$ cat config.mk
export PLATFORM = sky130hd
export DESIGN_NAME = ahe_controller
export DESIGN_NICKNAME = d
export VERILOG_FILES = /design/src/hdl/ahe_pkg.sv /design/src/hdl/ahe_controller.sv
export SDC_FILE = /design/constraint.sdc
export NUM_CORES = 1
export LEC_CHECK = 0
export ABC_AREA = 0
export ABC_CLOCK_PERIOD_IN_PS = 3200
export BUFFER_PORTS_ARGS = -buffer_cell sky130_fd_sc_hd__buf_2
export CORE_MARGIN = 2
export CORE_UTILIZATION = 59
export CTS_BUF_LIST = sky130_fd_sc_hd__clkbuf_8
export DETAILED_ROUTE_END_ITERATION = 8
export PLACE_DENSITY_LB_ADDON = 0.12
export REMOVE_ABC_BUFFERS = 1
export SYNTH_ARGS = -nofsm -noshare
export SYNTH_HDL_FRONTEND = slang
export SYNTH_SLANG_ARGS = --single-unit
export TNS_END_PERCENT = 1
$ cat constraint.sdc
create_clock -name clk -period 3.2 [get_ports clk]
set_input_delay 0.64 -clock clk [delete_from_list [all_inputs] [get_ports clk]]
set_output_delay 0.64 -clock clk [all_outputs]
set_load 0.02 [all_outputs]
$ cat src/hdl/ahe_pkg.sv
// ----------------------------------------------------------------------------
// ahe_pkg
// Shared constants, types and the datapath command set of the adaptive
// Huffman encoder.
// ----------------------------------------------------------------------------
package ahe_pkg;

  localparam int ALPHABET_SIZE = 256;
  localparam int WEIGHT_BITS   = 32;
  localparam int CHUNK_BITS    = 32;
  localparam int SYM_W         = 8;
  localparam int NODE_COUNT    = 2 * ALPHABET_SIZE - 1;
  localparam int NODE_W        = $clog2(NODE_COUNT);
  localparam int CHUNK_EFF     = (CHUNK_BITS > 32) ? 32 : CHUNK_BITS;
  localparam int CNT_W         = 6;
  localparam int STACK_DEPTH   = NODE_COUNT + 1;
  localparam int STACK_W       = $clog2(STACK_DEPTH);
  localparam int RAW_W         = 4;

  typedef logic [NODE_W-1:0]      node_t;
  typedef logic [WEIGHT_BITS-1:0] weight_t;

  localparam weight_t WEIGHT_MAX = '1;

  typedef enum logic [4:0] {
    OP_NONE,
    OP_LOAD,
    OP_START,
    OP_RD_PAR,
    OP_RD_RIGHT,
    OP_PUSH,
    OP_POP,
    OP_SHIFT_STACK,
    OP_SHIFT_RAW,
    OP_SEND,
    OP_NODE_LEAF,
    OP_SPLIT1,
    OP_SPLIT2,
    OP_SPLIT3,
    OP_FULL,
    OP_RD_PAR_P,
    OP_NODE_FROM_PAR,
    OP_RD_W,
    OP_LATCH,
    OP_SCAN,
    OP_SCAN_END,
    OP_CUR_PAR,
    OP_SW_PA,
    OP_SW_PB,
    OP_SW_LA,
    OP_SW_LB,
    OP_SW_OB,
    OP_SW_WA,
    OP_SW_WB,
    OP_INC
  } dp_op_t;

  typedef struct packed {
    dp_op_t op;
  } dp_cmd_t;

  typedef struct packed {
    logic in_range;
    logic cur_zero;
    logic cur_is_lead;
    logic node_zero;
    logic pnode_zero;
    logic chunk_full;
    logic chunk_any;
    logic stack_any;
    logic bits_left;
    logic out_busy;
    logic seen;
    logic ovf;
    logic room;
    logic root_eq;
    logic scan_more;
  } dp_status_t;

endpackage

$ cat src/hdl/ahe_controller.sv
// ----------------------------------------------------------------------------
// ahe_controller
// Sequencer for code path walk, chunk emission, tree split and weight update.
// ----------------------------------------------------------------------------
module ahe_controller (
  input  logic                clk,
  input  logic                rst,
  input  logic                in_valid,
  output logic                in_ready,
  input  ahe_pkg::dp_status_t status,
  output ahe_pkg::dp_cmd_t    cmd
);

  typedef enum logic [4:0] {
    S_IDLE, S_START, S_WALK_A, S_WALK_B, S_WALK_C, S_EMIT, S_EMIT_SH, S_UPD,
    S_SPLIT2, S_SPLIT3, S_PCHK, S_PNODE, S_RD_W, S_LATCH, S_LEADER, S_SCAN,
    S_CHK, S_CHK_B, S_SW_PA, S_SW_PB, S_SW_LA, S_SW_LB, S_SW_OB, S_SW_WA,
    S_SW_WB, S_INC, S_NEXT
  } state_t;

  state_t state, state_next;

  always_comb begin
    state_next = state;
    cmd.op = ahe_pkg::OP_NONE;
    in_ready = 1'b0;
    case (state)
      S_IDLE: begin
        in_ready = 1'b1;
        if (in_valid && status.in_range) begin
          cmd.op = ahe_pkg::OP_LOAD;
          state_next = S_START;
        end
      end
      S_START: begin
        cmd.op = ahe_pkg::OP_START;
        state_next = S_WALK_A;
      end
      S_WALK_A: begin
        if (status.cur_zero) begin
          state_next = S_EMIT;
        end else begin
          cmd.op = ahe_pkg::OP_RD_PAR;
          state_next = S_WALK_B;
        end
      end
      S_WALK_B: begin
        cmd.op = ahe_pkg::OP_RD_RIGHT;
        state_next = S_WALK_C;
      end
      S_WALK_C: begin
        cmd.op = ahe_pkg::OP_PUSH;
        state_next = S_WALK_A;
      end
      S_EMIT: begin
        if (status.chunk_full || (!status.bits_left && status.chunk_any)) begin
          if (!status.out_busy) begin
            cmd.op = ahe_pkg::OP_SEND;
          end
        end else if (!status.bits_left) begin
          state_next = S_UPD;
        end else if (status.stack_any) begin
          cmd.op = ahe_pkg::OP_POP;
          state_next = S_EMIT_SH;
        end else begin
          cmd.op = ahe_pkg::OP_SHIFT_RAW;
        end
      end
      S_EMIT_SH: begin
        cmd.op = ahe_pkg::OP_SHIFT_STACK;
        state_next = S_EMIT;
      end
      S_UPD: begin
        if (status.ovf) begin
          state_next = S_IDLE;
        end else if (status.seen) begin
          cmd.op = ahe_pkg::OP_NODE_LEAF;
          state_next = S_RD_W;
        end else if (status.room) begin
          cmd.op = ahe_pkg::OP_SPLIT1;
          state_next = S_SPLIT2;
        end else begin
          cmd.op = ahe_pkg::OP_FULL;
          state_next = S_PCHK;
        end
      end
      S_SPLIT2: begin
        cmd.op = ahe_pkg::OP_SPLIT2;
        state_next = S_SPLIT3;
      end
      S_SPLIT3: begin
        cmd.op = ahe_pkg::OP_SPLIT3;
        state_next = S_PCHK;
      end
      S_PCHK: begin
        if (status.pnode_zero) begin
          state_next = S_IDLE;
        end else begin
          cmd.op = ahe_pkg::OP_RD_PAR_P;
          state_next = S_PNODE;
        end
      end
      S_PNODE, S_NEXT: begin
        cmd.op = ahe_pkg::OP_NODE_FROM_PAR;
        state_next = S_RD_W;
      end
      S_RD_W: begin
        cmd.op = ahe_pkg::OP_RD_W;
        state_next = S_LATCH;
      end
      S_LATCH: begin
        cmd.op = ahe_pkg::OP_LATCH;
        state_next = S_LEADER;
      end
      S_LEADER: begin
        state_next = status.root_eq ? S_INC : S_SCAN;
      end
      S_SCAN: begin
        if (status.scan_more) begin
          cmd.op = ahe_pkg::OP_SCAN;
        end else begin
          cmd.op = ahe_pkg::OP_SCAN_END;
          state_next = S_CHK;
        end
      end
      S_CHK: begin
        if (status.cur_is_lead) begin
          state_next = S_INC;
        end else if (status.cur_zero) begin
          state_next = S_SW_PA;
        end else begin
          cmd.op = ahe_pkg::OP_RD_PAR;
          state_next = S_CHK_B;
        end
      end
      S_CHK_B: begin
        cmd.op = ahe_pkg::OP_CUR_PAR;
        state_next = S_CHK;
      end
      S_SW_PA: begin
        cmd.op = ahe_pkg::OP_SW_PA;
        state_next = S_SW_PB;
      end
      S_SW_PB: begin
        cmd.op = ahe_pkg::OP_SW_PB;
        state_next = S_SW_LA;
      end
      S_SW_LA: begin
        cmd.op = ahe_pkg::OP_SW_LA;
        state_next = S_SW_LB;
      end
      S_SW_LB: begin
        cmd.op = ahe_pkg::OP_SW_LB;
        state_next = S_SW_OB;
      end
      S_SW_OB: begin
        cmd.op = ahe_pkg::OP_SW_OB;
        state_next = S_SW_WA;
      end
      S_SW_WA: begin
        cmd.op = ahe_pkg::OP_SW_WA;
        state_next = S_SW_WB;
      end
      S_SW_WB: begin
        cmd.op = ahe_pkg::OP_SW_WB;
        state_next = S_INC;
      end
      S_INC: begin
        cmd.op = ahe_pkg::OP_INC;
        state_next = status.node_zero ? S_IDLE : S_NEXT;
      end
      default: begin
        state_next = S_IDLE;
      end
    endcase
  end

  always_ff @(posedge clk) begin
    if (rst) begin
      state <= S_IDLE;
    end else begin
      state <= state_next;
    end
  end

endmodule

==> results of run 1 <==
[synth_stat cells, types with 2 or more instances]
master,number
a41oi_1,2
nand4b_1,2
dfxtp_1,5
buf_1,3
nand2b_1,7
inv_1,7
a21oi_1,8
nand3_1,5
a21o_1,3
a32oi_1,3
buf_2,7
clkbuf_1,3
o211ai_1,3
a211oi_1,2
o21ai_0,9
o31a_1,2
nor4_1,3
nand2_1,16
nor3_1,7
nor2_1,15
a31oi_1,8
nor2b_1,4
[per-layer routing]
metal	track usage, %	vias to the layer above	wire length [um]
met5	0	-	0
met4	6.06	0	2
met3	2.92	2	252
met2	53.8	75	1440
met1	44.9	583	1190
li1	-	590	-
[path summary, 6_finish.rpt]
check / to / slack, ns / start / cells past startpoint
worst min-delay path: state[0] / 0.62 / rst / 2
worst min register to register: state[2] / 0.77 / state[2] / 3
worst max register to register: state[1] / 1.23 / state[1] / 6
worst max-delay path: cmd[2] / 0.39 / state[1] / 5
[area by class of cell]
class                   instances  area, um2  share of cell area [%]
clock buffers                   3       41.3                    3.79
repair buffers                 29        160                    14.7
well taps                      16       20.0                    1.84
flip-flops and latches          5        100                    9.20
inverters                       7       26.3                    2.41
multi-input cells             122        737                    67.7
clock inverters                 1       3.75                   0.345
[critical path, delay by kind of cell, from the launching register on]
kind                   cells  cell delay, ns
and+or+nand+nor            2            0.72
buffers and inverters      1            0.19
DFF                        1            0.64
AOI/OAI and AO/OA          2            0.40
[logic make-up after synthesis]
logic type | count (synthesis) | synth area share (%)
XOR/XNOR | 1 | 0.940
flip-flops | 5 | 10.7
AND/OR/NAND/NOR | 66 | 36.1
AO/OA/AOI/OAI | 53 | 39.7
multiplexers | 2 | 2.28
buffers and inverters | 21 | 10.2
[power groups by stage]
stage	sequential [mW]	clock (mW)	combinational, mW
2_1_floorplan	0.0752	0	0.0481
3_3_place_gp	0.0717	0	0.0851
3_5_place_dp	0.0715	0	0.0877
4_1_cts	0.0706	0.117	0.0882
5_1_grt	0.0715	0.120	0.0970
6_report	0.0708	0.114	0.0902
[stage by stage]
| step | util [%] | setup WS [ns] |
|---|---|---|
| after floorplan | - | 0.693 |
| after global placement | 70.1 | 0.672 |
| after detailed placement | 70.1 | 0.682 |
| after CTS | 73.1 | 0.443 |
| after global routing | 73.1 | 0.325 |
| final | 73.1 | 0.391 |
==> out/results.tsv, run 1 <==
metric	value	unit
outcome	finished clean	
initial antenna violation count	0	
clock buffer depth	2	
hold_buf cts	0	
IO Port Bufs	23	
CTS tree	yes	
slowest stage cell, crit path	dfxtp_1	
total power	0.275	mW
GRT Residual Overflow	0	
worst skew pair latency	0.22	ns
Biggest register	state	
most frequent cells in the layout	buf_2, nand2_1, nor2_1	
Int Pwr	0.186	mW
placed wire-length estimate	2060	um
Layout Cells excl Fill	183	
die area	1910	um2
placed cells	179	
Final #Nets	186	
Via density	6.83	
setup repair after global routing missed its margin	no	
Synth Flop Type	dfxtp_1	
Yosys top cell by area	dfxtp_1	
drt first pass iters	5	
CTS buffer count	3	
part of the power in combinational logic	32.8	%
Post-CTS Setup Repair Bufs	0	
worst vdd ir	185	uV
Static Leakage	0.390	nW
Slew @ Worst Pin	0.522	ns
Final Slew Violations	0	
Post-synth EDFFs	0	
Psw	0.0893	mW
Yosys cell types	46	
switching share of power	32.4	%
setup_tns	0	ns
fraction of layout cells with a size suffix above 1	21.6	%
clk root buf	clkbuf_8	
DRT iter0 DRCs	109	
Reg power frac	25.7	%
Final period util	87.8	%
final WL	2880	um
Die W	43.8	um
Die H	43.8	um
IO Count	24	
commonest non-fill, non-tap cell in the layout	buf_2	
# resized after CTS	0	
post-synthesis sequential element count	5	
Max-Cap Viols	0	
DR WL/cell	15.8	um
CP max stage delay	0.64	ns
max reg flops	5	
DRC	0	
Clock Power Share	41.5	%
initial core utilization	62.6	%
CP Capture Type	output pin	
# fillers	121	
top cells by area, synth	dfxtp_1, nand2_1, nor2_1, a31oi_1, o21ai_0	
Antenna Nets Post-Route	0	
CP Class	reg2out	
mapped cell area	932	um2
CP startpoint kind	flop	
Core Area	1490	um2
post-layout min period	2.81	ns
Slew Limit Headroom	65.2	%
Mapped Cells	148	
Critical Path RT	2.56	ns
Hold Path Class	in2reg	
fraction of registers with async set/reset	0	%
diode count	0	
dpl cell area	1040	um2
Yosys top cell area share	10.7	%
vias in the first global route	1068	
Final Wtd Congestion	0.961	
area grow syn2layout	16.8	%
Clock Skews	0.000122	ns
first-pass GRT wire length	4730	um
Critical Path Fanout Max	16	
biggest regs	state x5	
H-tree depth	1	
CP Data Arrival Time	2.17	ns
Syn. warnings	0	
gr usage total	32.1	%
finished layout cell area	1090	um2
largest net degree at the start of global routing	32	
number of cell rows	14	
Final setup viols	0	
cells along the critical path	nand2_1, or3_4, o31a_1, o211ai_1, buf_2	
fraction of the yosys area taken by sequential cells	10.7	%
syn avg cell area	6.30	um2
Highest Clock Rate	356	MHz
hold_ws	0.616	ns
PwrDens	253	nW/um2
CTS Sinks	5	
via count	1250	
Final Hold Vio Count	0	
Clock Pin Slew Worst Setup and Hold Paths	0.04	ns
Note: power is estimated with default switching activity, not from simulation.
==> run 2, diff against run 1 <==
- CTS_CLUSTER_SIZE: default -> 28
- RECOVER_POWER: default -> 50
==> run 2 against run 1 <==
Compared with the run above:
- non-clock buffer count stayed put
- flip-flop and latch count stayed put
- critical path depth stayed put
- power is 0.23% lower
- clock skew is 0.0010 ns higher
- cell area is 0.80% lower
- largest cell class unchanged
- combinational power is 2% lower
- first-iteration DRC count is 0.92% higher
- worst hold slack better by 0.00089 ns
==> out/results.tsv, run 2 (synthesis gave the netlist of run 1 again) <==
metric	value	unit
Via density	6.69	
Clock Skews	0.00114	ns
DRC	0	
GRT Residual Overflow	0	
CP Capture Type	output pin	
cells along the critical path	nand2_1, or3_1, o31a_1, o211ai_1, buf_2	
Max-Cap Viols	0	
CP Data Arrival Time	2.22	ns
Static Leakage	0.385	nW
die area	1910	um2
hold_buf cts	0	
worst vdd ir	185	uV
placed wire-length estimate	2060	um
IO Count	24	
CTS tree	yes	
Final Wtd Congestion	0.961	
area grow syn2layout	15.8	%
Clock Pin Slew Worst Setup and Hold Paths	0.04	ns
first-pass GRT wire length	4730	um
post-layout min period	2.86	ns
drt first pass iters	4	
Hold Path Cell Cnt	2	
slowest stage cell, crit path	dfxtp_1	
clk root buf	clkbuf_8	
worst flop-to-flop path startpoint	state[1]	
via count	1224	
Highest Clock Rate	350	MHz
pre-CTS WS	0.682	ns
max reg flops	5	
Die W	43.8	um
Final Slew Violations	0	
DRT iter0 DRCs	110	
CTS buffer count	3	
Antenna Nets Post-Route	0	
clock buffer depth	2	
initial core utilization	62.6	%
Post-CTS Setup Repair Bufs	0	
Slew @ Worst Pin	0.558	ns
Final Core Density	72.5	%
PwrDens	254	nW/um2
# resized after CTS	0	
DR WL/cell	15.8	um
biggest regs	state x5	
RR Endpoint	state[1]	
worst skew pair latency	0.22	ns
fraction of layout cells with a size suffix above 1	20.4	%
Worst R2R Path Depth	6	
setup_tns	0	ns
CTS Sinks	5	
Slew Limit Headroom	62.8	%
Core Area	1490	um2
H-tree depth	1	
vias in the first global route	1068	
CP Class	reg2out	
Final #Nets	186	
Hold Crit Endpoint	state[0]	
reg-to-reg setup timing slack	1.21	ns
number of cell rows	14	
Critical Path Fanout Max	16	
CP max stage delay	0.66	ns
IO Port Bufs	23	
Hold Path Class	in2reg	
Final Hold Vio Count	0	
Layout Cells excl Fill	183	
# fillers	124	
final WL	2890	um
setup repair after global routing missed its margin	no	
crit path from	state[1]	
placed cells	179	
outcome	finished clean	
initial antenna violation count	0	
gr usage total	32.1	%
Final setup viols	0	
most frequent cells in the layout	buf_2, nand2_1, nor2_1	
Critical Path RT	2.56	ns
diode count	0	
Hold Startpoint	rst	
largest net degree at the start of global routing	32	
Die H	43.8	um
Final WS setup	0.343	ns
Final period util	89.3	%
CP startpoint kind	flop	
Biggest register	state	
commonest non-fill, non-tap cell in the layout	buf_2	
## run 2: changes by cell type in the layout (fill, tap and decap cells not counted)
| cell | previous run | this run |
|---|---|---|
| clkbuf_1 | 0 | 1 |
| or3_4 | 1 | 0 |
| or3_1 | 1 | 2 |
| buf_4 | 6 | 5 |
## run 2: worst max path at each step
stage                  end  slack (ns)  cells past startpoint
finish              cmd[2]        0.34                      5
global placement    cmd[2]        0.67                      5
floorplan           cmd[1]        0.69                      5
detailed placement  cmd[1]        0.68                      6
CTS                 cmd[2]        0.44                      5
global route        cmd[2]        0.30                      5
## run 2: metal layers
| layer | track usage, % | share of wire, % |
|---|---|---|
| met4 | 6.06 | 0.55 |
| met2 | 53.8 | 49 |
| met5 | 0 | 0 |
| met1 | 44.9 | 41 |
| met3 | 2.92 | 10 |
## run 2: power breakdown
group	switching [mW]	internal (mW)
sequential	0.00635	0.0647
clock	0.0327	0.0824
combinational	0.0511	0.0375
## run 2: layout make-up
type | count | area (um2) | share of cell area (%)
clock buffer | 3 | 41.3 | 3.82
tap | 16 | 20.0 | 1.85
multi-input combinational | 122 | 732 | 67.8
clock inverter | 1 | 3.75 | 0.348
inverter | 7 | 26.3 | 2.43
sequential | 5 | 100 | 9.27
timing repair buffer | 29 | 156 | 14.5
## run 2: worst max-delay path, delay by kind of cell, from the launching register on
| kind | cells | cell delay (ns) |
|---|---|---|
| simple gates | 2 | 0.72 |
| flops | 1 | 0.66 |
| buf+inv | 1 | 0.19 |
| compound gates | 2 | 0.41 |
## run 2: per-stage QoR
stage	instance area (um2)	hold WS (ns)	total power, mW
after global placement	1040	0.748	0.157
final	1080	0.617	0.275
after CTS	1090	0.607	0.275
after global routing	1080	0.613	0.286
after detailed placement	1040	0.753	0.159
after floorplan	863	0.709	0.123
